<file path="src/hw/rtl/cbc_pkg.sv">
`timescale 1ns / 1ps
// ----------------------------------------------------------------------------
// Cell balance controller package
// Shared widths, event codes, controller states and result type.
// ----------------------------------------------------------------------------
package cbc_pkg;

  localparam int SOC_W          = 16;
  localparam int NUM_SOC_FIELDS = 6;
  localparam int MASK_W         = 6;
  localparam int OP_W           = 2;
  localparam int CODE_W         = 2;

  localparam logic [SOC_W-1:0] THR_RESET = 16'd1311;

  localparam logic [OP_W-1:0] OP_CV_START = 2'd0;
  localparam logic [OP_W-1:0] OP_CV_STOP  = 2'd1;
  localparam logic [OP_W-1:0] OP_RUN      = 2'd2;

  localparam logic [CODE_W-1:0] CODE_IDLE   = 2'd0;
  localparam logic [CODE_W-1:0] CODE_DETECT = 2'd1;
  localparam logic [CODE_W-1:0] CODE_EQUAL  = 2'd2;

  typedef enum logic [2:0] {
    ST_IDLE   = 3'b001,
    ST_DETECT = 3'b010,
    ST_EQUAL  = 3'b100
  } state_t;

  typedef logic [SOC_W-1:0] soc_t;

  typedef struct packed {
    logic [CODE_W-1:0] fsm_state;
    logic [MASK_W-1:0] bypass_mask;
    logic              pack_unbalanced;
  } result_t;

  function automatic logic [CODE_W-1:0] state_code(input state_t st);
    logic [CODE_W-1:0] code;
    unique case (st)
      ST_IDLE:   code = CODE_IDLE;
      ST_DETECT: code = CODE_DETECT;
      ST_EQUAL:  code = CODE_EQUAL;
      default:   code = CODE_IDLE;
    endcase
    return code;
  endfunction

endpackage

</file>
<file path="src/hw/rtl/cbc_if.sv">
`timescale 1ns / 1ps
// ----------------------------------------------------------------------------
// Cell balance controller channels
// Valid/ready request channels for snapshots in and results out.
// ----------------------------------------------------------------------------
interface cbc_in_if import cbc_pkg::*; ();
  logic              valid;
  logic              ready;
  logic [OP_W-1:0]   op;
  logic [SOC_W-1:0]  soc_cell0;
  logic [SOC_W-1:0]  soc_cell1;
  logic [SOC_W-1:0]  soc_cell2;
  logic [SOC_W-1:0]  soc_cell3;
  logic [SOC_W-1:0]  soc_cell4;
  logic [SOC_W-1:0]  soc_cell5;

  modport source (output valid, op, soc_cell0, soc_cell1, soc_cell2, soc_cell3,
                  soc_cell4, soc_cell5, input ready);
  modport sink   (input valid, op, soc_cell0, soc_cell1, soc_cell2, soc_cell3,
                  soc_cell4, soc_cell5, output ready);
endinterface

interface cbc_out_if import cbc_pkg::*; ();
  logic              valid;
  logic              ready;
  logic [CODE_W-1:0] fsm_state;
  logic [MASK_W-1:0] bypass_mask;
  logic              pack_unbalanced;

  modport source (output valid, fsm_state, bypass_mask, pack_unbalanced, input ready);
  modport sink   (input valid, fsm_state, bypass_mask, pack_unbalanced, output ready);
endinterface

</file>
<file path="src/hw/rtl/cbc_lane.sv">
`timescale 1ns / 1ps
// ----------------------------------------------------------------------------
// Cell balance lane
// Flags one cell whose SOC sits more than the threshold above the pack minimum.
// ----------------------------------------------------------------------------
module cbc_lane import cbc_pkg::*; (
  input  soc_t soc,
  input  soc_t soc_min,
  input  soc_t thr,
  output logic over
);

  soc_t diff;

  assign diff = soc - soc_min;
  assign over = (diff > thr);

endmodule

</file>
<file path="src/hw/rtl/cbc_merge.sv">
`timescale 1ns / 1ps
// ----------------------------------------------------------------------------
// Cell balance merge and state machine
// Combines lane flags into the bypass mask, checks pack imbalance and
// advances the idle / detecting / equalizing controller.
// ----------------------------------------------------------------------------
module cbc_merge import cbc_pkg::*; (
  input  logic              clk,
  input  logic              rst_n,
  input  logic              step,
  input  logic [OP_W-1:0]   op,
  input  soc_t              soc_min,
  input  soc_t              soc_max,
  input  soc_t              thr,
  input  logic [MASK_W-1:0] lane_mask,
  output result_t           res
);

  state_t            state_r, state_nxt;
  logic [MASK_W-1:0] mask_r, mask_nxt;
  logic              unb;
  soc_t              spread;

  assign spread = soc_max - soc_min;
  assign unb    = (spread > thr);

  always_comb begin
    state_nxt = state_r;
    mask_nxt  = mask_r;
    unique case (op)
      OP_CV_START: begin
        if (state_r == ST_IDLE) begin
          if (unb) begin
            state_nxt = ST_EQUAL;
            mask_nxt  = lane_mask;
          end else begin
            state_nxt = ST_DETECT;
          end
        end
      end
      OP_CV_STOP: begin
        state_nxt = ST_IDLE;
      end
      OP_RUN: begin
        unique case (state_r)
          ST_DETECT: begin
            if (unb) begin
              state_nxt = ST_EQUAL;
              mask_nxt  = lane_mask;
            end
          end
          ST_EQUAL: begin
            if (unb) begin
              mask_nxt = lane_mask;
            end else begin
              state_nxt = ST_DETECT;
              mask_nxt  = '0;
            end
          end
          default: begin
          end
        endcase
      end
      default: begin
      end
    endcase
  end

  always_ff @(posedge clk) begin
    if (!rst_n) begin
      state_r <= ST_IDLE;
      mask_r  <= '0;
    end else if (step) begin
      state_r <= state_nxt;
      mask_r  <= mask_nxt;
    end
  end

  assign res.fsm_state       = state_code(state_nxt);
  assign res.bypass_mask     = mask_nxt;
  assign res.pack_unbalanced = unb;

`ifndef NO_ASSERTIONS
  a_stop_idles: assert property (@(posedge clk) disable iff (!rst_n)
    step && op == OP_CV_STOP |=> state_r == ST_IDLE && mask_r == $past(mask_r))
    else $error("charging stop did not idle with mask held");

  a_balanced_clears: assert property (@(posedge clk) disable iff (!rst_n)
    step && op == OP_RUN && state_r == ST_EQUAL && !unb
    |=> state_r == ST_DETECT && mask_r == '0)
    else $error("balanced pack did not clear mask and return to detecting");

  a_idle_run_holds: assert property (@(posedge clk) disable iff (!rst_n)
    step && op == OP_RUN && state_r == ST_IDLE
    |=> state_r == ST_IDLE && mask_r == $past(mask_r))
    else $error("run while idle changed state");
`endif

endmodule

</file>
<file path="src/hw/rtl/cell_balance_controller.sv">
`timescale 1ns / 1ps
// ----------------------------------------------------------------------------
// Cell balance controller
// Passive balancing control over one SOC snapshot per request.
// ----------------------------------------------------------------------------
// Takes one request per clock while the output is not stalled and returns one
// result per request: the first stage registers the snapshot with its minimum
// and maximum SOC, the second runs one compare lane per cell, merges the lane
// flags into the bypass mask and steps the controller state into the output
// register. Under output back-pressure both stages stall, though an empty first
// stage still takes a request while a finished result waits. The threshold is written
// through cfg_wr_en / cfg_wr_data and must only change while the block is idle.
module cell_balance_controller import cbc_pkg::*; #(
  parameter int CELLS = 6
) (
  input  logic              clk,
  input  logic              rst_n,
  input  logic              cfg_wr_en,
  input  logic [SOC_W-1:0]  cfg_wr_data,
  cbc_in_if.sink            in_if,
  cbc_out_if.source         out_if
);

  localparam int USED = (CELLS > NUM_SOC_FIELDS) ? NUM_SOC_FIELDS : CELLS;

  soc_t              thr_r;
  soc_t              soc_in [NUM_SOC_FIELDS];
  soc_t              soc_r  [USED];
  soc_t              min_in, max_in;
  soc_t              min_r, max_r;
  logic [OP_W-1:0]   op_r;
  logic              s1_valid_r;
  logic              out_valid_r;
  result_t           out_r;
  result_t           res;
  logic [MASK_W-1:0] lane_mask;
  logic              lane_over [USED];
  logic              out_free;
  logic              s1_adv;
  logic              step;

  assign soc_in[0] = in_if.soc_cell0;
  assign soc_in[1] = in_if.soc_cell1;
  assign soc_in[2] = in_if.soc_cell2;
  assign soc_in[3] = in_if.soc_cell3;
  assign soc_in[4] = in_if.soc_cell4;
  assign soc_in[5] = in_if.soc_cell5;

  assign out_free    = !out_valid_r || out_if.ready;
  assign step        = s1_valid_r && out_free;
  assign s1_adv      = !s1_valid_r || out_free;
  assign in_if.ready = s1_adv;

  always_ff @(posedge clk) begin
    if (!rst_n) begin
      thr_r <= THR_RESET;
    end else if (cfg_wr_en) begin
      thr_r <= cfg_wr_data;
    end
  end

  always_comb begin
    min_in = '1;
    max_in = '0;
    for (int i = 0; i < USED; i++) begin
      if (soc_in[i] < min_in) min_in = soc_in[i];
      if (soc_in[i] > max_in) max_in = soc_in[i];
    end
  end

  always_ff @(posedge clk) begin
    if (!rst_n) begin
      s1_valid_r <= 1'b0;
    end else if (s1_adv) begin
      s1_valid_r <= in_if.valid;
    end
  end

  always_ff @(posedge clk) begin
    if (s1_adv && in_if.valid) begin
      op_r  <= in_if.op;
      min_r <= min_in;
      max_r <= max_in;
      for (int i = 0; i < USED; i++) begin
        soc_r[i] <= soc_in[i];
      end
    end
  end

  always_comb begin
    lane_mask = '0;
    for (int i = 0; i < USED; i++) begin
      lane_mask[USED-1-i] = lane_over[i];
    end
  end

  for (genvar g = 0; g < USED; g++) begin : g_lane
    cbc_lane u_lane (
      .soc     (soc_r[g]),
      .soc_min (min_r),
      .thr     (thr_r),
      .over    (lane_over[g])
    );
  end

  cbc_merge u_merge (
    .clk       (clk),
    .rst_n     (rst_n),
    .step      (step),
    .op        (op_r),
    .soc_min   (min_r),
    .soc_max   (max_r),
    .thr       (thr_r),
    .lane_mask (lane_mask),
    .res       (res)
  );

  always_ff @(posedge clk) begin
    if (!rst_n) begin
      out_valid_r <= 1'b0;
    end else if (out_free) begin
      out_valid_r <= s1_valid_r;
    end
  end

  always_ff @(posedge clk) begin
    if (step) begin
      out_r <= res;
    end
  end

  assign out_if.valid           = out_valid_r;
  assign out_if.fsm_state       = out_r.fsm_state;
  assign out_if.bypass_mask     = out_r.bypass_mask;
  assign out_if.pack_unbalanced = out_r.pack_unbalanced;

endmodule
</file>
<file path="src/flat_wrapper.sv">
// flat-port wrapper written by rule: the top's interface ports become plain ports
module cell_balance_controller_flat import cbc_pkg::*;
#(
  parameter int CELLS = 6
)
  (clk, rst_n, cfg_wr_en, cfg_wr_data, in_if_valid, in_if_op, in_if_soc_cell0, in_if_soc_cell1, in_if_soc_cell2, in_if_soc_cell3, in_if_soc_cell4, in_if_soc_cell5, in_if_ready, out_if_valid, out_if_fsm_state, out_if_bypass_mask, out_if_pack_unbalanced, out_if_ready);
  cbc_in_if in_if_i ();
  cbc_out_if out_if_i ();
  input  logic clk;
  input  logic rst_n;
  input  logic cfg_wr_en;
  input  logic [SOC_W-1:0] cfg_wr_data;
  input wire logic [$bits(in_if_i.valid)-1:0] in_if_valid;
  input wire logic [$bits(in_if_i.op)-1:0] in_if_op;
  input wire logic [$bits(in_if_i.soc_cell0)-1:0] in_if_soc_cell0;
  input wire logic [$bits(in_if_i.soc_cell1)-1:0] in_if_soc_cell1;
  input wire logic [$bits(in_if_i.soc_cell2)-1:0] in_if_soc_cell2;
  input wire logic [$bits(in_if_i.soc_cell3)-1:0] in_if_soc_cell3;
  input wire logic [$bits(in_if_i.soc_cell4)-1:0] in_if_soc_cell4;
  input wire logic [$bits(in_if_i.soc_cell5)-1:0] in_if_soc_cell5;
  output wire logic [$bits(in_if_i.ready)-1:0] in_if_ready;
  output wire logic [$bits(out_if_i.valid)-1:0] out_if_valid;
  output wire logic [$bits(out_if_i.fsm_state)-1:0] out_if_fsm_state;
  output wire logic [$bits(out_if_i.bypass_mask)-1:0] out_if_bypass_mask;
  output wire logic [$bits(out_if_i.pack_unbalanced)-1:0] out_if_pack_unbalanced;
  input wire logic [$bits(out_if_i.ready)-1:0] out_if_ready;
  assign in_if_i.valid = in_if_valid;
  assign in_if_i.op = in_if_op;
  assign in_if_i.soc_cell0 = in_if_soc_cell0;
  assign in_if_i.soc_cell1 = in_if_soc_cell1;
  assign in_if_i.soc_cell2 = in_if_soc_cell2;
  assign in_if_i.soc_cell3 = in_if_soc_cell3;
  assign in_if_i.soc_cell4 = in_if_soc_cell4;
  assign in_if_i.soc_cell5 = in_if_soc_cell5;
  assign in_if_ready = in_if_i.ready;
  assign out_if_valid = out_if_i.valid;
  assign out_if_fsm_state = out_if_i.fsm_state;
  assign out_if_bypass_mask = out_if_i.bypass_mask;
  assign out_if_pack_unbalanced = out_if_i.pack_unbalanced;
  assign out_if_i.ready = out_if_ready;
  cell_balance_controller #(.CELLS(CELLS)) u_core (.clk(clk), .rst_n(rst_n), .cfg_wr_en(cfg_wr_en), .cfg_wr_data(cfg_wr_data), .in_if(in_if_i), .out_if(out_if_i));
endmodule
</file>
<file path="config.mk">
export PLATFORM = sky130hd
export DESIGN_NAME = cell_balance_controller_flat
export DESIGN_NICKNAME = d
export VERILOG_FILES = /design/src/hw/rtl/cbc_pkg.sv /design/src/hw/rtl/cbc_if.sv /design/src/hw/rtl/cbc_lane.sv /design/src/hw/rtl/cbc_merge.sv /design/src/hw/rtl/cell_balance_controller.sv /design/src/flat_wrapper.sv
export SDC_FILE = /design/constraint.sdc
export NUM_CORES = 1
export LEC_CHECK = 0
export BUFFER_PORTS_ARGS = -buffer_cell sky130_fd_sc_hd__buf_2
export CAP_MARGIN = 10
export CORE_MARGIN = 1.5
export CORE_UTILIZATION = 45
export CTS_CLUSTER_SIZE = 10
export DETAILED_ROUTE_END_ITERATION = 8
export GPL_TIMING_DRIVEN = 0
export SLEW_MARGIN = 20
export SYNTH_ARGS = -nofsm -noshare
export SYNTH_HDL_FRONTEND = slang
export SYNTH_SLANG_ARGS = --single-unit
</file>
<file path="constraint.sdc">
create_clock -name clk -period 14 [get_ports clk]
set_clock_uncertainty 0.2 [all_clocks]
set_input_delay 2.8 -clock clk [delete_from_list [all_inputs] [get_ports clk]]
set_output_delay 2.8 -clock clk [all_outputs]
set_load 0.01 [all_outputs]
</file>
==> summary.md <==
| Metric | Value |
|---|---|
| DRC violations left | `0` |
| Number of buffers on the longest clock path | `2` |
| Post-synth EDFFs | `139` |
| Number of top-level pins | `130` |
| Area growth from synthesis to final layout | `14.51%` |
| Wire length of the first global-routing pass | `86.26 mm` |
| Clock slew seen by the registers of the worst setup and hold paths | `0.07 ns` |
| Number of detailed-route iterations in the first pass | `7` |
| Initial antenna violation count | `1` |
| Final instance area | `0.02129 mm2` |
| Run status | `completed` |
| Worst R2R End | `u_core.u_merge.mask_r[5]` |
| Data arrival time at the worst-slack endpoint | `13.68 ns` |
| DR vias | `15,754` |
| Synth Cell Area | `0.01860 mm2` |
| Setup crit start kind | `input pin` |
| Worst setup margin | `0.3405 ns` |
| Top-count cell post-synth | `ha_1` |
| Final layout net count | `2,651` |
| Post-route clock period utilization | `97.57%` |
| Root buf cell | `clkbuf_16` |
| Hold Violations, Final | `0` |
| Number of placed instances, taps included | `2,626` |
| Portion of synthesized cell area occupied by the leading cell type | `24.69%` |
| Final non-filler cell total | `2,703` |
| Full die area | `0.04255 mm2` |
| Top layer in use | `met4` |
| Total power density per cell area | `150.8 mW/mm2` |
| Pin count of the biggest net entering global routing | `50` |
| Synth area leaders | `ha_1 (25%), edfxtp_1 (22%), mux2i_1 (5.2%), inv_1 (4.5%), a21oi_1 (3.6%)` |
| Aggregate global-route resource usage | `27.43%` |
| Count of state elements after synthesis | `166` |
| Initial DRC count | `985` |
| Syn Area/Cell | `9.464 um2` |
| Antenna fix cells | `0` |
| Net Count, Synth | `2,458` |
| Netlist cell types | `86` |
| ANT nets after route | `0` |
| Count of cells along the worst hold path | `2` |
| Hold Startpoint | `u_core.u_merge.mask_r[4]` |
| Worst path slowest cell | `or4_4` |
| Max incr delay on CP | `0.44 ns` |
| Number of hold buffers added after CTS | `0` |
| GR Overflow Total | `0` |
| Leak | `0.01004 uW` |
| Most instantiated flip-flop cell in the synthesis netlist | `edfxtp_1` |
| Synthesized netlist cell count | `1,965` |
| Most area-hungry cell type in the Yosys netlist | `ha_1` |
| R2R depth | `22` |
| Worst vdd rail ir drop | `0.00007904 V` |
| R2R Path Start | `u_core.min_r[0]` |
| Detailed Route WL | `58.64 mm` |
| Maxcap violations | `0` |
| Placeable Area | `0.04083 mm2` |
| Starting density of the core | `45.54%` |
| Via count of the first global-routing pass | `14,960` |
| Fraction of registers with async set/reset | `0%` |
| YS warnings | `0` |
| Highest attainable clock frequency | `73.21 MHz` |
| Wire length on met1 | `27.33 mm` |
| Horizontal die dimension | `206.3 um` |
| Slew at the pin closest to its max-slew limit | `0.9353 ns` |
| Length of routed met2 wiring | `26.83 mm` |
| Share of layout cells above drive strength 1 | `15.25%` |
| Category of the worst setup path capture point | `register` |
| Clock latency on the worst-skew pair | `0.45 ns` |
| Floorplan row count | `74` |
| Clock sinks | `166` |
| Kind of critical path | `in2reg` |
| TritonCTS clock tree | `built` |
| Min Clock Period, post-route | `13.66 ns` |
| Peak fanout along the critical path | `8` |
| Chip height | `206.3 um` |
| Placed Area | `0.01996 mm2` |
| Clock buffer count from CTS | `17` |
| Worst slew slack as a fraction of its limit | `37.07%` |
| Quantity of I/O buffers inserted on ports | `127` |
| Weighted congestion at the end of routability-driven global placement | `0.9283` |
| Most used cell, CP | `a21o_1` |
| Required time worst endpoint | `14.02 ns` |
| Met3 routed wirelength | `2.656 mm` |
| HPWL reported at the end of detailed placement | `47.23 mm` |
| Sequential fraction of the synthesis area | `25.35%` |
| R2r setup slk | `7.59 ns` |
| Top post-synthesis cells by count | `ha_1 (367), inv_1 (221), edfxtp_1 (139), a21oi_1 (134), nor2_1 (102)` |
| # H-tree levels | `4` |
| Hold Crit Class | `reg2reg` |
| Worst setup slack after placement | `-2.061 ns` |
| Average routed wire per standard cell | `21.69 um` |
| Count of final max-slew check failures | `0` |
| Hold endpoint | `u_core.u_merge.mask_r[4]` |
| Setup violation total in the final timing report | `0` |
| Mean number of vias per cell | `5.828` |
==> worst max-delay path by stage <==
stage | slack [ns] | cells after the start | to | from
2_1_floorplan | 0.10 | 56 | u_core.min_r[10] | in_if_soc_cell0[9]
3_3_place_gp | -1.95 | 56 | u_core.min_r[13] | in_if_soc_cell1[9]
3_5_place_dp | -2.06 | 57 | u_core.min_r[8] | in_if_soc_cell0[9]
4_1_cts | 0.02 | 52 | u_core.max_r[7] | in_if_soc_cell0[6]
5_1_grt | -0.13 | 59 | u_core.min_r[8] | in_if_soc_cell0[9]
6_report | 0.34 | 57 | u_core.min_r[2] | in_if_soc_cell0[9]
==> flip-flops by register name, indices dropped and copies added (netlist names), 2 cells and up <==
register,cells
u_core.out_if.fsm_state,2
u_core.soc_r,96
u_core.op_r,2
u_core.u_merge.mask_r,6
u_core.min_r,16
u_core.max_r,16
u_core.out_if.bypass_mask,6
u_core.u_merge.state_r,3
u_core.thr_r,16
==> through the flow <==
stage	power (uW)	TNS, ns	utilization (%)	hold WS [ns]
6_report	3212	0	52.15	0.2895
5_1_grt	3465	-1.628	52.15	0.3028
4_1_cts	3122	0	50.85	0.2862
3_5_place_dp	2581	-40.80	48.88	0.2788
3_3_place_gp	2524	-37.71	48.74	0.2607
2_1_floorplan	2099	0	-	0.2536
==> area by class of cell <==
type                       instances  area [um2]
buffer                            33       240.2
fill                            3828       19540
clock buffer                      17       425.4
sequential                       166        4715
inverter                         222       833.3
multi-input combinational       1544       13140
tap                              532       665.6
timing repair buffer             174        1071
clock inverter                    15       202.7
==> report_power, final <==
group	internal (uW)	switching, uW
registers	615	25.2
clock network	289	218
logic	916	1150
==> cells by family after synthesis <==
| kind of cell | after synthesis | synth area share, % |
|---|---|---|
| flip-flops | 166 | 25.35 |
| AND/OR/NAND/NOR | 444 | 12.70 |
| adder cells (fa/ha/maj) | 376 | 25.57 |
| AO/OA/AOI/OAI | 505 | 19.11 |
| buffers and inverters | 255 | 5.544 |
| XOR/XNOR | 82 | 3.862 |
| multiplexers | 137 | 7.865 |
==> cells in the final DEF, fill, tap and decap left out, types with 41 or more instances in the layout <==
master    count
nor2b_1      44
buf_2       128
a21oi_1     122
buf_4        42
edfxtp_1    139
ha_1        366
nand3_1      41
nor2_1      101
nand4_1      47
nand2_1      71
xnor2_1      53
mux2i_1      84
a21o_1       83
inv_1       221
o21ai_0      71
==> critical path: cells and delay by family <==
family / cells / cell delay, ns
and+or+nand+nor: 6 / 1.20
adders and majority gates: 5 / 1.30
buffers and inverters: 10 / 1.27
muxes: 5 / 1.43
AOI/OAI and AO/OA: 31 / 5.66
==> per-layer routing <==
layer / GRT usage (%) / vias up
met5: 0 / -
met4: 8.877 / 0
met3: 2.460 / 75
met2: 44.91 / 415
met1: 37.99 / 7540
li1: - / 7724
==> repair_timing <==
action,in CTS,in global routing
resized for setup,19,67
setup buffers,11,32
cloned,1,1
pin swaps,4,15
endpoints found under the setup margin,32,32
(Power assumes the default switching activity.)
